File: src/hdl/svpwm_pkg.sv
// Shared constants for the space vector PWM duty generator.
`timescale 1ns / 1ps

package svpwm_pkg;

	localparam int FRAC_BITS_DEF = 24;

	// floor(sqrt(3)/2 * 2^32)
	localparam logic [31:0] SQ3H_Q32 = 32'd3719550786;

	localparam int QUEUE_DEPTH = 4;

	localparam int DUTY_W = 25;

	// sector codes, bit weights 1 (beta), 2 and 4
	localparam logic [2:0] SEC_ZERO = 3'd0;
	localparam logic [2:0] SEC_1    = 3'd1;
	localparam logic [2:0] SEC_2    = 3'd2;
	localparam logic [2:0] SEC_3    = 3'd3;
	localparam logic [2:0] SEC_4    = 3'd4;
	localparam logic [2:0] SEC_5    = 3'd5;
	localparam logic [2:0] SEC_6    = 3'd6;
	localparam logic [2:0] SEC_7    = 3'd7;

endpackage

File: src/hdl/svpwm_front.sv
// Front end: sqrt3/2 multiply, sector decode and active-vector time selection.
`timescale 1ns / 1ps

module svpwm_front #(
	parameter int FRAC_BITS = svpwm_pkg::FRAC_BITS_DEF,
	localparam int TW = 66 - FRAC_BITS
) (
	input  logic                 clk,
	input  logic                 arst_n,
	input  logic                 in_valid,
	output logic                 in_ready,
	input  logic signed [31:0]   v_alpha,
	input  logic signed [31:0]   v_beta,
	output logic                 q_valid,
	input  logic                 q_ready,
	output logic [2:0]           q_sector,
	output logic signed [TW-1:0] q_t1,
	output logic signed [TW-1:0] q_t2
);

	localparam logic [31:0] K = svpwm_pkg::SQ3H_Q32 >> (32 - FRAC_BITS);

	logic                 v_s1, v_s2;
	logic signed [63:0]   p_s1;
	logic signed [31:0]   be_s1;
	logic [2:0]           sec_s2;
	logic signed [TW-1:0] t1_s2, t2_s2;

	logic                 adv;
	logic signed [32:0]   ks;
	logic signed [63:0]   prod;
	logic signed [63:0]   np;
	logic signed [32:0]   nbe;
	logic signed [TW-1:0] ka, nka, hb, nhb, x, y, z, s1, s2, t1, t2;
	logic [2:0]           sec;

	assign adv      = !v_s2 || q_ready;
	assign in_ready = adv;
	assign ks       = $signed({1'b0, K});
	assign prod     = ks * v_alpha;

	always_comb begin
		np  = -p_s1;
		nbe = -$signed({be_s1[31], be_s1});
		ka  = $signed({{2{p_s1[63]}}, p_s1[63:FRAC_BITS]});
		nka = $signed({{2{np[63]}}, np[63:FRAC_BITS]});
		hb  = $signed({{(TW - 31){be_s1[31]}}, be_s1[31:1]});
		nhb = $signed({{(TW - 32){nbe[32]}}, nbe[32:1]});
		x   = $signed({{(TW - 32){be_s1[31]}}, be_s1});
		y   = hb + ka;
		z   = hb - ka;
		s1  = nhb + ka;
		s2  = nhb + nka;
		sec = {s2 > 0, s1 > 0, be_s1 > 0};
		unique case (sec)
			svpwm_pkg::SEC_1: begin t1 = z;  t2 = y;  end
			svpwm_pkg::SEC_2: begin t1 = y;  t2 = -x; end
			svpwm_pkg::SEC_3: begin t1 = -z; t2 = x;  end
			svpwm_pkg::SEC_4: begin t1 = -x; t2 = z;  end
			svpwm_pkg::SEC_5: begin t1 = x;  t2 = -y; end
			svpwm_pkg::SEC_6: begin t1 = -y; t2 = -z; end
			default: begin t1 = '0; t2 = '0; end
		endcase
	end

	always_ff @(posedge clk or negedge arst_n) begin
		if (!arst_n) begin
			v_s1 <= 1'b0;
			v_s2 <= 1'b0;
		end else if (adv) begin
			v_s1 <= in_valid;
			v_s2 <= v_s1;
		end
	end

	always_ff @(posedge clk) begin
		if (adv) begin
			p_s1   <= prod;
			be_s1  <= v_beta;
			sec_s2 <= sec;
			t1_s2  <= t1;
			t2_s2  <= t2;
		end
	end

	assign q_valid  = v_s2;
	assign q_sector = sec_s2;
	assign q_t1     = t1_s2;
	assign q_t2     = t2_s2;

endmodule

File: config.mk
export PLATFORM = sky130hd
export DESIGN_NAME = svpwm_front
export DESIGN_NICKNAME = d
export VERILOG_FILES = /design/src/hdl/svpwm_pkg.sv /design/src/hdl/svpwm_front.sv
export SDC_FILE = /design/constraint.sdc
export NUM_CORES = 2
export LEC_CHECK = 0
export ABC_AREA = 0
export ABC_CLOCK_PERIOD_IN_PS = 14400
export BUFFER_PORTS_ARGS = -buffer_cell sky130_fd_sc_hd__buf_4
export CELL_PAD_IN_SITES_DETAIL_PLACEMENT = 1
export CELL_PAD_IN_SITES_GLOBAL_PLACEMENT = 2
export CORE_ASPECT_RATIO = 1.2
export CORE_MARGIN = 3
export CORE_UTILIZATION = 45
export CTS_BUF_LIST = sky130_fd_sc_hd__clkbuf_8
export DETAILED_ROUTE_END_ITERATION = 10
export GPL_ROUTABILITY_DRIVEN = 0
export PLACE_DENSITY = 0.9
export SLEW_MARGIN = 20
export SYNTH_ARGS = -nofsm -noshare
export SYNTH_HDL_FRONTEND = slang
export SYNTH_SLANG_ARGS = --single-unit
File: constraint.sdc
create_clock -name clk -period 14.4 [get_ports clk]
set_input_delay 2.88 -clock clk [delete_from_list [all_inputs] [get_ports clk]]
set_output_delay 2.88 -clock clk [all_outputs]
set_load 0.01 [all_outputs]
==> impl_metrics.ini <==
[synthesis]
yosys-top-cells-area = fa_1 24%, ha_1 14%, edfxtp_1 14%
synth_top_area_share = 0.238
ys.warnings.count = 0
synthFlopType = edfxtp_1
synth_edf_count = 176
synthCells = 4286
synth_top_cell_by_area = fa_1
yosys_register_bits = 178
ys_types = 117
yosys-top-cells-count = 870 x inv_1, 449 x fa_1, 424 x ha_1, 267 x a21oi_1, 257 x nor2_1
syn-cell-area_um2 = 37700
syn_avg_cell_area_um2 = 8.79
syn_nets = 5227
yosysMostFrequentCell = inv_1
ys_seq_area_frac = 0.142
postSynth.asyncResetShare = 0.0112

[clocking]
cts_setup_buffers = 0
ctsResizeCount = 0
cts_tree = done
cts_hold_buf = 0
cts_max_path_buffers = 2
clock_sinks = 178
clk_pin_slew_ns = 0.10
htree_levels = 4
insertion_delay_ns = 0.59
cts-root-buf = clkbuf_8
numCtsBuffers = 17

[worst_hold_path]
worstHoldPathType = reg2reg

[global_route]
grt_max_degree = 73
grtUsageTotal = 0.291
overflow = 0
grt_pass1_vias = 34300
grt_pass1_wl_um = 197000
antenna_found_initial = 3

[worst_setup_path]
max_stage_delay_ns = 0.56
start_kind = input port
crit_slowest_cell = fa_1
path_max_fanout = 8
critPathKind = in2reg
worstPathRequired_ns = 14.73
endpoint_kind = register
crit_arrival_ns = 10.69

[floorplanning]
rows = 115
chipWidth_um = 270
io_pins = 157
die_y_um = 323
fp.coreArea_um2 = 82400
dieArea_um2 = 87300
start_util = 0.457

[sta]
fin_tns_setup_ns = 0
hold_viol = 0
max_freq_ghz = 0.0966
worst_pin_slew_ns = 1.17
rsz0062_at_grt = false
clock_skew_ns = 0.0342
slew_headroom = 0.220
drv_slew = 0
period_needed_ns = 10.36
fin_crit_sh = 0.719
setup_viol_count_final = 0

[outcome]
status = finished clean

[cells_and_area]
fin_cells = 5474
area_delta_synth_final_pct = 6.59
nNetsFinal = 5289
drive_gt1_frac = 0.0688

[routing]
ant_nets = 0
drc_errors = 0
wire_per_inst_um = 23.3
vias = 31800
drt_first_pass_iters = 5
finalWirelength_um = 128000
drt_iter0_drc = 2185
via_per_inst = 5.81

[placement]
place_inst = 5440
numPortBuffers = 156
dp_hpwl_um = 110000

[run]
cap_violations = 0
[critical path: cells and delay by family]
kind / cells / cell delay (ns)
adder cells (fa/ha/maj): 8 / 3.80
buffers and inverters: 7 / 0.58
XOR/XNOR: 1 / 0.09
AND/OR/NAND/NOR: 1 / 0.19
AO/OA/AOI/OAI: 12 / 3.14
[sequential cells by signal, indices dropped and copies added (netlist names)]
name      count
be_s1        32
q_sector      3
p_s1         57
v_s1          1
q_valid       1
q_t2         42
q_t1         42
[cells by family (layout without fill, tap and decap cells)]
family | Yosys count | after routing | share of synthesized area
AOI/OAI and AO/OA | 947 | 947 | 0.170
and+or+nand+nor | 941 | 941 | 0.125
other | 0 | 2 | 0
adders and majority gates | 874 | 874 | 0.379
buffers and inverters | 1010 | 1085 | 0.103
xor gates and xnor gates | 302 | 302 | 0.0706
DFF | 178 | 178 | 0.142
muxes | 34 | 34 | 0.00949
[placed cells by master, fill, tap and decap left out, drive strengths merged, types with 66 or more instances in the layout]
cell / Yosys / final
inv: 873 / 878
fa: 449 / 449
ha: 424 / 424
a21oi: 269 / 269
nor2: 264 / 264
xnor2: 233 / 233
nand2: 216 / 216
edfxtp: 176 / 176
buf: 60 / 175
o21ai: 168 / 168
nor3: 92 / 92
nand3: 87 / 87
xor2: 69 / 69
a21o: 66 / 66
[worst paths after layout]
| path | end | depth (start not counted) | from | slack (ns) |
|---|---|---|---|---|
| setup / recovery | p_s1[55]$_DFFE_PP_ | 29 | v_alpha[11] | 4.04 |
| hold / removal | q_valid$_DFFE_PN0P_ | 1 | v_s1$_DFFE_PN0P_ | 0.47 |
| setup reg to reg | q_t1[35]$_DFFE_PP_ | 27 | be_s1[2]$_DFFE_PP_ | 4.21 |
| hold reg to reg | q_valid$_DFFE_PN0P_ | 1 | v_s1$_DFFE_PN0P_ | 0.47 |
| max in group asynchronous | q_valid$_DFFE_PN0P_ | 1 | arst_n | 12.24 |
| min in group asynchronous | v_s1$_DFFE_PN0P_ | 1 | arst_n | 2.07 |
[cell type report]
type | instances | area (um^2)
antenna | 2 | 5.00
clock buffer | 17 | 234
clock inverter | 15 | 111
fill | 9771 | 42300
inverter | 877 | 3290
multi-input combinational | 3098 | 28500
sequential | 178 | 5340
tap | 1111 | 1390
timing repair buffer | 176 | 1320
[metal layers]
layer  track usage  wire, um  vias to the layer above
li1              -         -                    14600
met1         0.340     51300                    16000
met2         0.534     65000                      860
met3        0.0223      4060                      289
met4         0.155      7470                        0
met5             0         0                        -
[stage by stage]
step | setup slack, ns | utilization | hold WS (ns) | cell area (um^2)
2_1_floorplan | 4.30 | - | 0.430 | 37700
3_3_place_gp | 3.63 | 0.483 | 0.448 | 39800
3_5_place_dp | 3.48 | 0.483 | 0.450 | 39800
4_1_cts | 4.10 | 0.487 | 0.475 | 40200
5_1_grt | 3.58 | 0.487 | 0.511 | 40200
6_report | 4.04 | 0.487 | 0.469 | 40200
Power is not shown: default switching activity piles up to over one toggle a cycle in this logic, so the estimate is an artifact.
