===== src/hdl/svpwm_pkg.sv =====
// Shared constants for the space vector PWM duty generator.
`timescale 1ns / 1ps

package svpwm_pkg;

	localparam int FRAC_BITS_DEF = 24;

	// floor(sqrt(3)/2 * 2^32)
	localparam logic [31:0] SQ3H_Q32 = 32'd3719550786;

	localparam int QUEUE_DEPTH = 4;

	localparam int DUTY_W = 25;

	// sector codes, bit weights 1 (beta), 2 and 4
	localparam logic [2:0] SEC_ZERO = 3'd0;
	localparam logic [2:0] SEC_1    = 3'd1;
	localparam logic [2:0] SEC_2    = 3'd2;
	localparam logic [2:0] SEC_3    = 3'd3;
	localparam logic [2:0] SEC_4    = 3'd4;
	localparam logic [2:0] SEC_5    = 3'd5;
	localparam logic [2:0] SEC_6    = 3'd6;
	localparam logic [2:0] SEC_7    = 3'd7;

endpackage


===== src/hdl/svpwm_fifo.sv =====
// Small request queue between the front end and the divider back end.
`timescale 1ns / 1ps

module svpwm_fifo #(
	parameter int WIDTH = 8,
	parameter int DEPTH = svpwm_pkg::QUEUE_DEPTH,
	localparam int AW = $clog2(DEPTH)
) (
	input  logic             clk,
	input  logic             arst_n,
	input  logic             wr_valid,
	output logic             wr_ready,
	input  logic [WIDTH-1:0] wr_data,
	output logic             rd_valid,
	input  logic             rd_ready,
	output logic [WIDTH-1:0] rd_data
);

	logic [WIDTH-1:0] mem_q [DEPTH];
	logic [AW-1:0]    wp_q, rp_q;
	logic [AW:0]      cnt_q;
	logic             push, pop;

	assign wr_ready = cnt_q != (AW + 1)'(DEPTH);
	assign rd_valid = cnt_q != '0;
	assign push     = wr_valid && wr_ready;
	assign pop      = rd_valid && rd_ready;
	assign rd_data  = mem_q[rp_q];

	always_ff @(posedge clk or negedge arst_n) begin
		if (!arst_n) begin
			wp_q  <= '0;
			rp_q  <= '0;
			cnt_q <= '0;
		end else begin
			if (push) wp_q <= wp_q + 1'b1;
			if (pop) rp_q <= rp_q + 1'b1;
			case ({push, pop})
				2'b10:   cnt_q <= cnt_q + 1'b1;
				2'b01:   cnt_q <= cnt_q - 1'b1;
				default: cnt_q <= cnt_q;
			endcase
		end
	end

	always_ff @(posedge clk) begin
		if (push) mem_q[wp_q] <= wr_data;
	end

endmodule


===== config.mk =====
export PLATFORM = sky130hd
export DESIGN_NAME = svpwm_fifo
export DESIGN_NICKNAME = d
export VERILOG_FILES = /design/src/hdl/svpwm_pkg.sv /design/src/hdl/svpwm_fifo.sv
export SDC_FILE = /design/constraint.sdc
export NUM_CORES = 1
export LEC_CHECK = 0
export BUFFER_PORTS_ARGS = -buffer_cell sky130_fd_sc_hd__buf_2
export CAP_MARGIN = 20
export CORE_MARGIN = 2
export CORE_UTILIZATION = 39
export DETAILED_ROUTE_END_ITERATION = 16
export PLACE_DENSITY = 0.7
export SYNTH_ARGS = -nofsm -noshare
export SYNTH_HDL_FRONTEND = slang
export SYNTH_SLANG_ARGS = --single-unit

===== constraint.sdc =====
create_clock -name clk -period 3.5 [get_ports clk]
set_input_delay 0.7 -clock clk [delete_from_list [all_inputs] [get_ports clk]]
set_output_delay 0.7 -clock clk [all_outputs]
set_load 0.005 [all_outputs]

==> metrics, run 1 <==
result of the run finished clean; Commonest cells post-synth 32 x edfxtp_1, 8 x mux4_2, 7 x dfrtp_1, 6 x inv_1, 5 x ha_1; Post-Synthesis Cell Area 0.00158 mm2; Clock Skews 0.00285 ns; min setup slack post-route 1.08 ns; cells resized by post-CTS repair 0; GRT Util Overall 13.2%; delay-heaviest family, CP flip-flops; post-synthesis xor/xnor area fraction 3.33%; clock slew seen by the registers of the worst setup and hold paths 0.07 ns; fin crit period 2.42 ns; Critical path buffers and inverters 1; # DRC 0; R2R Setup Slk 1.29 ns; required time reported for the critical path endpoint 2.80 ns; highest net fanout along the worst path 10; Post-synth EDFFs 32; vias in the first global route 826; CTS H-tree lvls 2; routed via count 761; pre-CTS setup slack 1.29 ns; net switching share of the total power 28.3%; sum of met3 wire segment lengths after detailed routing 144 um; Most used DFF post-synth edfxtp_1; PwrDens 821 mW/mm2; Post-Synthesis Mean Instance Area 20.0 um2; largest net degree at the start of global routing 13; overall die area 0.00458 mm2; routed length on met2 1.21 mm; largest family of logic cells by synthesized area multiplexers; number of nets with antenna violations after routing 0; routed metal-1 wirelength 1.16 mm; TritonCTS clock tree yes; Final period util 69.1%; First DRT Iteration DRCs 46; crit path cell chain mux4_2 -> buf_2; CTS Hold Buffers Added 0; CP max stage cell dfrtp_1; share of cell area taken by muxes after synthesis 13.0%; number of buffer cells added on primary ports 21; unrepaired setup endpoints after global routing false; number of failing setup endpoints in the final timing report 0; most area-hungry cell type in the Yosys netlist edfxtp_1; worst voltage drop across the vdd grid 382 uV; wire length of the first global-routing pass 4.09 mm; Max Clock Freq 0.413 GHz; async set-or-reset flop fraction in the synthesized netlist 17.9%; top sig layer met4; Synthesis Warnings 0; Least-Margin Pin Slew 0.580 ns; NetSw 430 uW; Total Power 1520 uW; kind of end point of the critical path output port; delay of the slowest critical-path stage 0.71 ns; internal power contribution 1090 uW; Final Slew Violations 0; synthesized instance count 79; Compound-Gate Fraction of Synth Area 0%; Setup CP Type reg2out; number of sinks on the clock net 39; Net Count, Synth 97; average wire per standard cell 16.3 um; worst-case hold slack 0.243 ns; clock power share 23.5%; WP data arrival 1.72 ns; Avg Vias per Cell 4.88; number of buffers added by the clock tree synthesis step 5; Routability Congestion 0.668; placed wire-length estimate 1.77 mm; area fraction of the dominant cell type after synthesis 60.8%; Cell variety after synth 19; number of detailed-route iterations in the first pass 4; die span in x 67.7 um; overflow left after global routing 0; Longest Clk Path Bufs 2; Final nets 123; portion of the post-synthesis area used by sequential elements 71.9%; # diodes 0; simple-gate share of the synthesized area 4.59%; total number of placement rows 23; number of antenna violations at the first check in global routing 0; Worst-Skew Late Latency 0.28 ns; synthesized flop and latch total 39; sum of routed wire length over all layers 2.55 mm; worst max-slew margin expressed relative to the limit 61.3%; total setup buffers inserted after CTS 0; total core area 0.00394 mm2; relative area change from synthesis to final layout 16.9%; main area contributors after synthesis edfxtp_1 61%, mux4_2 11%, dfrtp_1 11%, ha_1 4.0%, and3_2 1.9%; Maximum Capacitance Violations 0; nature of the critical path startpoint flip-flop; adder-cell share of the synthesized area 5.23%; most common cell in the synthesized netlist edfxtp_1; share of final-layout standard cells stronger than drive strength 1 41.5%; Leak 0.000707 uW; total negative setup slack 0 ns; Final Hold Vio Count 0; # IOs 22; Starting Density 40.1%; die height 67.7 um; root buffer cell clkbuf_8; classification of the worst-slack hold path in2async; Comb pwr share 28.5%; sequential fraction of design power 48.0%
==> power by group through the flow <==
stage          Clock, uW  Combinational, uW  Sequential (uW)
2_1_floorplan          0                354              670
3_3_place_gp           0                422              731
3_5_place_dp           0                438              740
4_1_cts              367                440              729
5_1_grt              388                480              746
6_report             357                431              728
==> stage by stage <==
| step | std cells | cell area, um2 | util, % |
|---|---|---|---|
| floorplan | 79 | 1580 | - |
| global placement | 148 | 1740 | 44.1 |
| detailed placement | 148 | 1740 | 44.1 |
| CTS | 156 | 1850 | 46.8 |
| global route | 156 | 1850 | 46.8 |
| finish | 156 | 1850 | 46.8 |
==> final timing paths <==
path,start,end,cells past startpoint
min in group clk,cnt_q[2],cnt_q[2],1
min,arst_n,wp_q[1],1
max in group asynchronous,arst_n,rp_q[1],1
min reg2reg,cnt_q[2],cnt_q[2],1
max reg2reg,cnt_q[0],cnt_q[2],9
max,rp_q[0],rd_data[3],2
==> state kept, by name, summed over array words and instances, names as in the netlist <==
| name | count |
|---|---|
| mem_q | 32 |
| cnt_q | 3 |
| rp_q | 2 |
| wp_q | 2 |
==> cell families after synthesis <==
family | count (synthesis)
xor gates and xnor gates | 6
adders and majority gates | 6
buffers and inverters | 8
DFF | 39
muxes | 10
and+or+nand+nor | 10
==> per-layer routing <==
metal | vias up | global-route usage [%]
met1 | 376 | 16.4
met4 | 0 | 4.59
met5 | - | 0
li1 | 352 | -
met3 | 5 | 5.50
met2 | 28 | 20.7
==> final cells by class <==
| class | instances | area (um2) |
|---|---|---|
| inverter | 6 | 22.5 |
| sequential | 39 | 1140 |
| fill | 333 | 2100 |
| clock buffer | 5 | 68.8 |
| timing repair buffer | 21 | 105 |
| clock inverter | 3 | 38.8 |
| tap | 50 | 62.6 |
| multi-input combinational | 32 | 413 |
==> layout by cell type, fill, tap and decap left out <==
cell and instances:
edfxtp_1 32, buf_2 21, mux4_2 8, dfrtp_1 7
inv_1 6, ha_1 5, clkbuf_8 5, and3_2 4
xnor2_1 3, xor2_1 3, or3b_4 1, or3_2 1
and2_1 1, and2_4 1, mux2i_1 1, mux2_4 1
nand3_1 1, nor2_1 1, fa_1 1, clkinv_2 1
bufinv_16 1, clkinv_1 1
Note: power is estimated with default switching activity, not from simulation.
==> inputs of run 2 (changes only) <==
--- a/config.mk
+++ b/config.mk
@@ -10,7 +10,7 @@
 export CORE_MARGIN = 2
 export CORE_UTILIZATION = 39
 export DETAILED_ROUTE_END_ITERATION = 16
-export PLACE_DENSITY = 0.7
+export PLACE_DENSITY = 0.72
 export SYNTH_ARGS = -nofsm -noshare
 export SYNTH_HDL_FRONTEND = slang
 export SYNTH_SLANG_ARGS = --single-unit
==> constraint.sdc (replaced) <==
create_clock -name clk -period 2 [get_ports clk]
set_input_delay 0.4 -clock clk [delete_from_list [all_inputs] [get_ports clk]]
set_output_delay 0.4 -clock clk [all_outputs]
set_load 0.005 [all_outputs]
==> metrics, run 2 (same netlist as run 1, synthesis figures left out) <==
First DRT Iteration DRCs 73 (was 46); TritonCTS clock tree yes (unchanged); relative area change from synthesis to final layout 24.5% (was 16.9%); GRT Util Overall 13.5% (was 13.2%); # IOs 22 (unchanged); worst setup path startpoint cnt_q[0] (was rp_q[0]); Clock Skews 0.00612 ns (was 0.00285 ns); die span in x 67.7 um (unchanged); kind of end point of the critical path flip-flop (was output port); placed cell count 151 (was 148); unrepaired setup endpoints after global routing true (was false); Least-Margin Pin Slew 0.415 ns (was 0.580 ns); Worst setup endpoint cnt_q[2] (was rd_data[3]); leading cell types in the layout, fill and taps excluded 32 x edfxtp_1, 21 x buf_2, 8 x mux4_2 (unchanged); delay-heaviest family, CP simple AND/OR/NAND/NOR gates (was flip-flops); # DRC 0 (unchanged); fin cells 163 (was 156); result of the run complete, but fails checks (was finished clean); overall die area 0.00458 mm2 (unchanged); Worst-Skew Late Latency 0.29 ns (was 0.28 ns); Reg with most FFs mem_q (unchanged); die height 67.7 um (unchanged); Final Hold Vio Count 0 (unchanged); CP max stage cell dfrtp_1 (unchanged); max FFs per register 32 (unchanged); Max Clock Freq 0.488 GHz; Avg Vias per Cell 4.93 (was 4.88); number of buffers added by the clock tree synthesis step 5 (unchanged); wire length of the first global-routing pass 4.24 mm (was 4.09 mm); vias in the first global route 888 (was 826); total core area 0.00394 mm2 (unchanged); number of buffer cells added on primary ports 21 (unchanged); routed via count 804 (was 761); Maximum Capacitance Violations 0 (unchanged); Final Slew Violations 0 (unchanged); Critical path buffers and inverters 2 (was 1); most frequent standard cell in the layout excluding fill and tap cells edfxtp_1 (unchanged); pre-CTS setup slack -0.112 ns (was 1.29 ns); length in cells of the worst reg-to-reg path 9 (unchanged); largest net degree at the start of global routing 13 (unchanged); Longest Clk Path Bufs 2 (unchanged); fin crit period 2.05 ns; number of detailed-route iterations in the first pass 4 (unchanged); worst max-slew margin expressed relative to the limit 72.3% (was 61.3%); share of the core filled with cells in the final layout 49.9% (was 46.8%); failing checks setup timing; number of failing setup endpoints in the final timing report 1 (was 0); R2R Setup Slk -0.05 ns (was 1.29 ns); worst voltage drop across the vdd grid 722 uV (was 382 uV); placed inst area 0.00179 mm2 (was 0.00174 mm2); classification of the worst-slack hold path in2reg (was in2async); Post-Layout Inst Area 0.00197 mm2 (was 0.00185 mm2); Setup CP Type reg2reg (was reg2out); sum of routed wire length over all layers 2.60 mm (was 2.55 mm); WP data arrival 2.25 ns (was 1.72 ns); number of fill cells in the layout 329 (was 333); number of sinks on the clock net 39 (unchanged); R2R Path Start cnt_q[0] (unchanged); min setup slack post-route -0.0489 ns (was 1.08 ns); number of antenna violations at the first check in global routing 0 (unchanged); average wire per standard cell 16.0 um (was 16.3 um); overflow left after global routing 0 (unchanged); total area of multi-input combinational cells 438 um2 (was 413 um2); Starting Density 40.1% (unchanged); PwrDens 1500 mW/mm2 (was 821 mW/mm2); total number of placement rows 23 (unchanged); # diodes 0 (unchanged); number of gates on the worst path with buffers counted 9 (was 2); delay of the slowest critical-path stage 0.40 ns (was 0.71 ns); FF-to-FF End cnt_q[2] (unchanged); share of final-layout standard cells stronger than drive strength 1 49.6% (was 41.5%); number of nets with antenna violations after routing 0 (unchanged); nature of the critical path startpoint flip-flop (unchanged); crit path cell chain or3b_4 -> and2_4 -> inv_4 -> ha_4 -> inv_2 -> fa_2 -> xor2_2 -> nor2_1 -> xor2_1 (was mux4_2 -> buf_2); highest net fanout along the worst path 3 (was 10); clock slew seen by the registers of the worst setup and hold paths 0.08 ns (was 0.07 ns); root buffer cell clkbuf_8 (unchanged); registers with the most flip-flops mem_q (32), cnt_q (3) (unchanged); CTS H-tree lvls 2 (unchanged); FF+latch area 0.00114 mm2 (unchanged); placed wire-length estimate 1.81 mm (was 1.77 mm); Routability Congestion 0.737 (was 0.668); Final period util 102%; Final nets 130 (was 123); total negative setup slack -0.0489 ns (was 0 ns); required time reported for the critical path endpoint 2.20 ns (was 2.80 ns); Leak 0.000757 uW (was 0.000707 uW)
[run 2: power by group]
group | internal [uW] | switching [uW] | total (uW)
registers | 1100 | 122 | 1220
logic | 550 | 419 | 970
clock network | 499 | 264 | 763
total | 2150 | 805 | 2960
[run 2: repair_timing]
action | CTS | global route
setup buffers | 2 | 1
endpoints found under the setup margin | 1 | 1
hold buffers | 1 | 0
gates resized for setup | 3 | 0
endpoints found under the hold margin | 7 | 0
pin swaps | 3 | 0
[run 2: stage by stage]
| step | power [uW] | hold slack (ns) |
|---|---|---|
| final | 2960 | 0.326 |
| after global routing | 3140 | 0.316 |
| after CTS | 2980 | 0.320 |
| after detailed placement | 2180 | 0.249 |
| after global placement | 2120 | 0.239 |
| after floorplan | 1810 | 0.104 |
[run 2: worst min path at each step]
stage / start / end / cells past startpoint
after global routing: wr_data[3] / mem_q[0][3] / 1
after detailed placement: arst_n / cnt_q[1] / 1
after CTS: wr_data[3] / mem_q[2][3] / 1
final: wr_data[1] / mem_q[2][1] / 1
after floorplan: arst_n / cnt_q[0] / 0
after global placement: arst_n / cnt_q[0] / 1
[run 2: layer usage]
layer  part of all wire (%)  up-vias  track usage, %
met5                      0        -               0
met4                    2.6        0            6.38
met3                    5.7        8            5.00
met2                     48       27            22.2
met1                     43      403            15.7
li1                       -      366               -
[run 2: worst register-to-register path, stage by stage, from the launching register on]
cell	delay [ns]
dfrtp_1	0.40
or3b_4	0.40
and2_4	0.16
inv_4	0.05
ha_4	0.13
inv_2	0.03
fa_2	0.35
xor2_2	0.16
nor2_1	0.11
xor2_1	0.18
[run 2: area by class of cell]
cell class              instances  area share [%]
multi-input cells              32            22.3
clock buffers                   6            3.69
flip-flops and latches         39            57.8
well taps                      50            3.18
inverters                       6            1.27
clock inverters                 2            3.05
repair buffers                 28            8.78
==> inputs of run 3 (changes only) <==
==> config.mk (replaced) <==
export PLATFORM = sky130hd
export DESIGN_NAME = svpwm_fifo
export DESIGN_NICKNAME = d
export VERILOG_FILES = /design/src/hdl/svpwm_pkg.sv /design/src/hdl/svpwm_fifo.sv
export SDC_FILE = /design/constraint.sdc
export NUM_CORES = 1
export LEC_CHECK = 0
export CAP_MARGIN = 20
export CORE_UTILIZATION = 39
export DETAILED_ROUTE_END_ITERATION = 16
export DONT_BUFFER_PORTS = 1
export PLACE_DENSITY = 0.67
export SYNTH_ARGS = -nofsm -noshare
export SYNTH_HDL_FRONTEND = slang
export SYNTH_SLANG_ARGS = --single-unit
==> metrics, run 3 (same netlist as run 1, synthesis figures left out) <==
fin cells 142 (was 163); root buffer cell clkbuf_8 (unchanged); number of detailed-route iterations in the first pass 4 (unchanged); # diodes 0 (unchanged); number of antenna violations at the first check in global routing 0 (unchanged); Leak 0.000654 uW (was 0.000757 uW); Avg Vias per Cell 5.06 (was 4.93); Max Clock Freq 0.499 GHz (was 0.488 GHz); routed via count 719 (was 804); max FFs per register 32 (unchanged); Reg with most FFs mem_q (unchanged); number of failing setup endpoints in the final timing report 1 (unchanged); crit path cell chain or3_2 -> and2_1 -> ha_4 -> inv_2 -> fa_2 -> xor2_1 -> nor2_1 -> xor2_1 (was or3b_4 -> and2_4 -> inv_4 -> ha_4 -> inv_2 -> fa_2 -> xor2_2 -> nor2_1 -> xor2_1); # DRC 0 (unchanged); die height 65.7 um (was 67.7 um); placed wire-length estimate 1.66 mm (was 1.81 mm); required time reported for the critical path endpoint 2.17 ns (was 2.20 ns); worst voltage drop across the vdd grid 611 uV (was 722 uV); min setup slack post-route -0.00274 ns (was -0.0489 ns); Clock Skews 0.00761 ns (was 0.00612 ns); unrepaired setup endpoints after global routing true (unchanged); Final nets 111 (was 130); leading cell types in the layout, fill and taps excluded 32 x edfxtp_1, 8 x mux4_2, 8 x buf_4 (was 32 x edfxtp_1, 21 x buf_2, 8 x mux4_2); Final Hold Vio Count 0 (unchanged); routed length on met2 1.29 mm (was 1.26 mm); registers with the most flip-flops mem_q (32), cnt_q (3) (unchanged); Worst-Skew Late Latency 0.29 ns (about the same); delay of the slowest critical-path stage 0.48 ns (was 0.40 ns); classification of the worst-slack hold path in2reg (unchanged); share of final-layout standard cells stronger than drive strength 1 37.2% (was 49.6%); Setup CP Type reg2reg (unchanged); sum of routed wire length over all layers 2.44 mm (was 2.60 mm); clock slew seen by the registers of the worst setup and hold paths 0.08 ns (about the same); Maximum Capacitance Violations 0 (unchanged); most frequent cell on the critical path xor2_1; nature of the critical path startpoint flip-flop (unchanged); Final period util 100% (was 102%); die span in x 65.7 um (was 67.7 um); total core area 0.00377 mm2 (was 0.00394 mm2); WP data arrival 2.17 ns (was 2.25 ns); GRT Util Overall 13.7% (was 13.5%); kind of end point of the critical path flip-flop (unchanged); overflow left after global routing 0 (unchanged); top sig layer met4 (unchanged); CTS H-tree lvls 2 (unchanged); number of buffers added by the clock tree synthesis step 5 (unchanged); number of fill cells in the layout 309 (was 329); number of buffer cells added on primary ports 0 (was 21); wire length of the first global-routing pass 4.08 mm (was 4.24 mm); worst max-slew margin expressed relative to the limit 69.5% (was 72.3%); Least-Margin Pin Slew 0.457 ns (was 0.415 ns); result of the run complete, but fails checks (unchanged); First DRT Iteration DRCs 25 (was 73); total area of multi-input combinational cells 428 um2 (was 438 um2); failing checks setup timing (unchanged); number of sinks on the clock net 39 (unchanged); routed metal-1 wirelength 946 um (was 1.13 mm); Longest Clk Path Bufs 2 (unchanged); overall die area 0.00431 mm2 (was 0.00458 mm2); fin crit period 2.00 ns (was 2.05 ns); PwrDens 1400 mW/mm2 (was 1500 mW/mm2); Starting Density 41.9% (was 40.1%); most frequent standard cell in the layout excluding fill and tap cells edfxtp_1 (unchanged); relative area change from synthesis to final layout 14.0% (was 24.5%); CP max stage cell or3_2 (was dfrtp_1); sum of met3 wire segment lengths after detailed routing 186 um (was 148 um); Routability Congestion 0.698 (was 0.737); largest net degree at the start of global routing 13 (unchanged); Final Slew Violations 0 (unchanged); total number of placement rows 22 (was 23); TritonCTS clock tree yes (unchanged); highest net fanout along the worst path 3 (unchanged); # IOs 22 (unchanged); FF+latch area 0.00114 mm2 (unchanged); number of nets with antenna violations after routing 0 (unchanged); Total Power 2520 uW (was 2960 uW); vias in the first global route 824 (was 888); average wire per standard cell 17.2 um (was 16.0 um); placed cell count 130 (was 151)
run 3: area by class of cell:
type | count | area share (%)
flip-flops and latches | 39 | 63.1
well taps | 48 | 3.33
clock buffers | 6 | 4.03
multi-input cells | 32 | 23.7
inverters | 6 | 1.25
clock inverters | 2 | 0.694
repair buffers | 9 | 3.89
run 3: what timing repair did:
item                                    CTS  global route
setup buffers                             2             1
endpoints found under the setup margin    1             2
hold buffers                              1             0
gates resized for setup                   0             0
pin swaps                                 4             5
hold endpoints to repair                  7             0
run 3: critical path: cells and delay by family, from the launching register on:
kind / cells / cell delay, ns
fa+ha+maj: 2 / 0.36
xor+xnor: 2 / 0.31
flops: 1 / 0.39
simple gates: 3 / 0.78
buf+inv: 1 / 0.04
run 3: final timing paths:
path                       startpoint     endpoint  slack [ns]  depth (start not counted)
setup / recovery             cnt_q[1]     cnt_q[2]      -0.003                          8
hold / removal             wr_data[3]  mem_q[2][3]        0.20                          0
setup reg to reg             cnt_q[1]     cnt_q[2]      -0.003                          8
hold reg to reg              cnt_q[2]     cnt_q[2]        0.49                          1
max in group asynchronous      arst_n      wp_q[0]        1.30                          1
min in group asynchronous      arst_n     cnt_q[0]        0.45                          1
run 3: report_power, final:
| part | internal, uW | total, uW | switching (uW) | leakage, uW |
|---|---|---|---|---|
| registers | 1100 | 1220 | 118 | 0.000375 |
| logic | 438 | 803 | 365 | 0.000238 |
| clock network | 243 | 501 | 258 | 0.0000412 |
| total | 1780 | 2520 | 740 | 0.000654 |
run 3: metrics by stage:
step / util [%] / instance area (um2) / setup slack [ns] / setup TNS, ns / hold slack, ns
2_1_floorplan: - / 1600 / 0.00978 / 0 / 0.104
3_3_place_gp: 44.7 / 1680 / 0.0337 / 0 / 0.105
4_1_cts: 47.6 / 1790 / 0.00199 / 0 / 0.194
3_5_place_dp: 44.7 / 1680 / -0.000699 / -0.000699 / 0.105
6_report: 47.8 / 1800 / -0.00274 / -0.00274 / 0.201
5_1_grt: 47.8 / 1800 / -0.0911 / -0.0911 / 0.185
run 3: metal layers:
metal,up-vias,GRT usage (%)
met4,0,4.08
met5,-,0
met1,370,15.1
met3,3,7.12
met2,20,22.6
li1,326,-
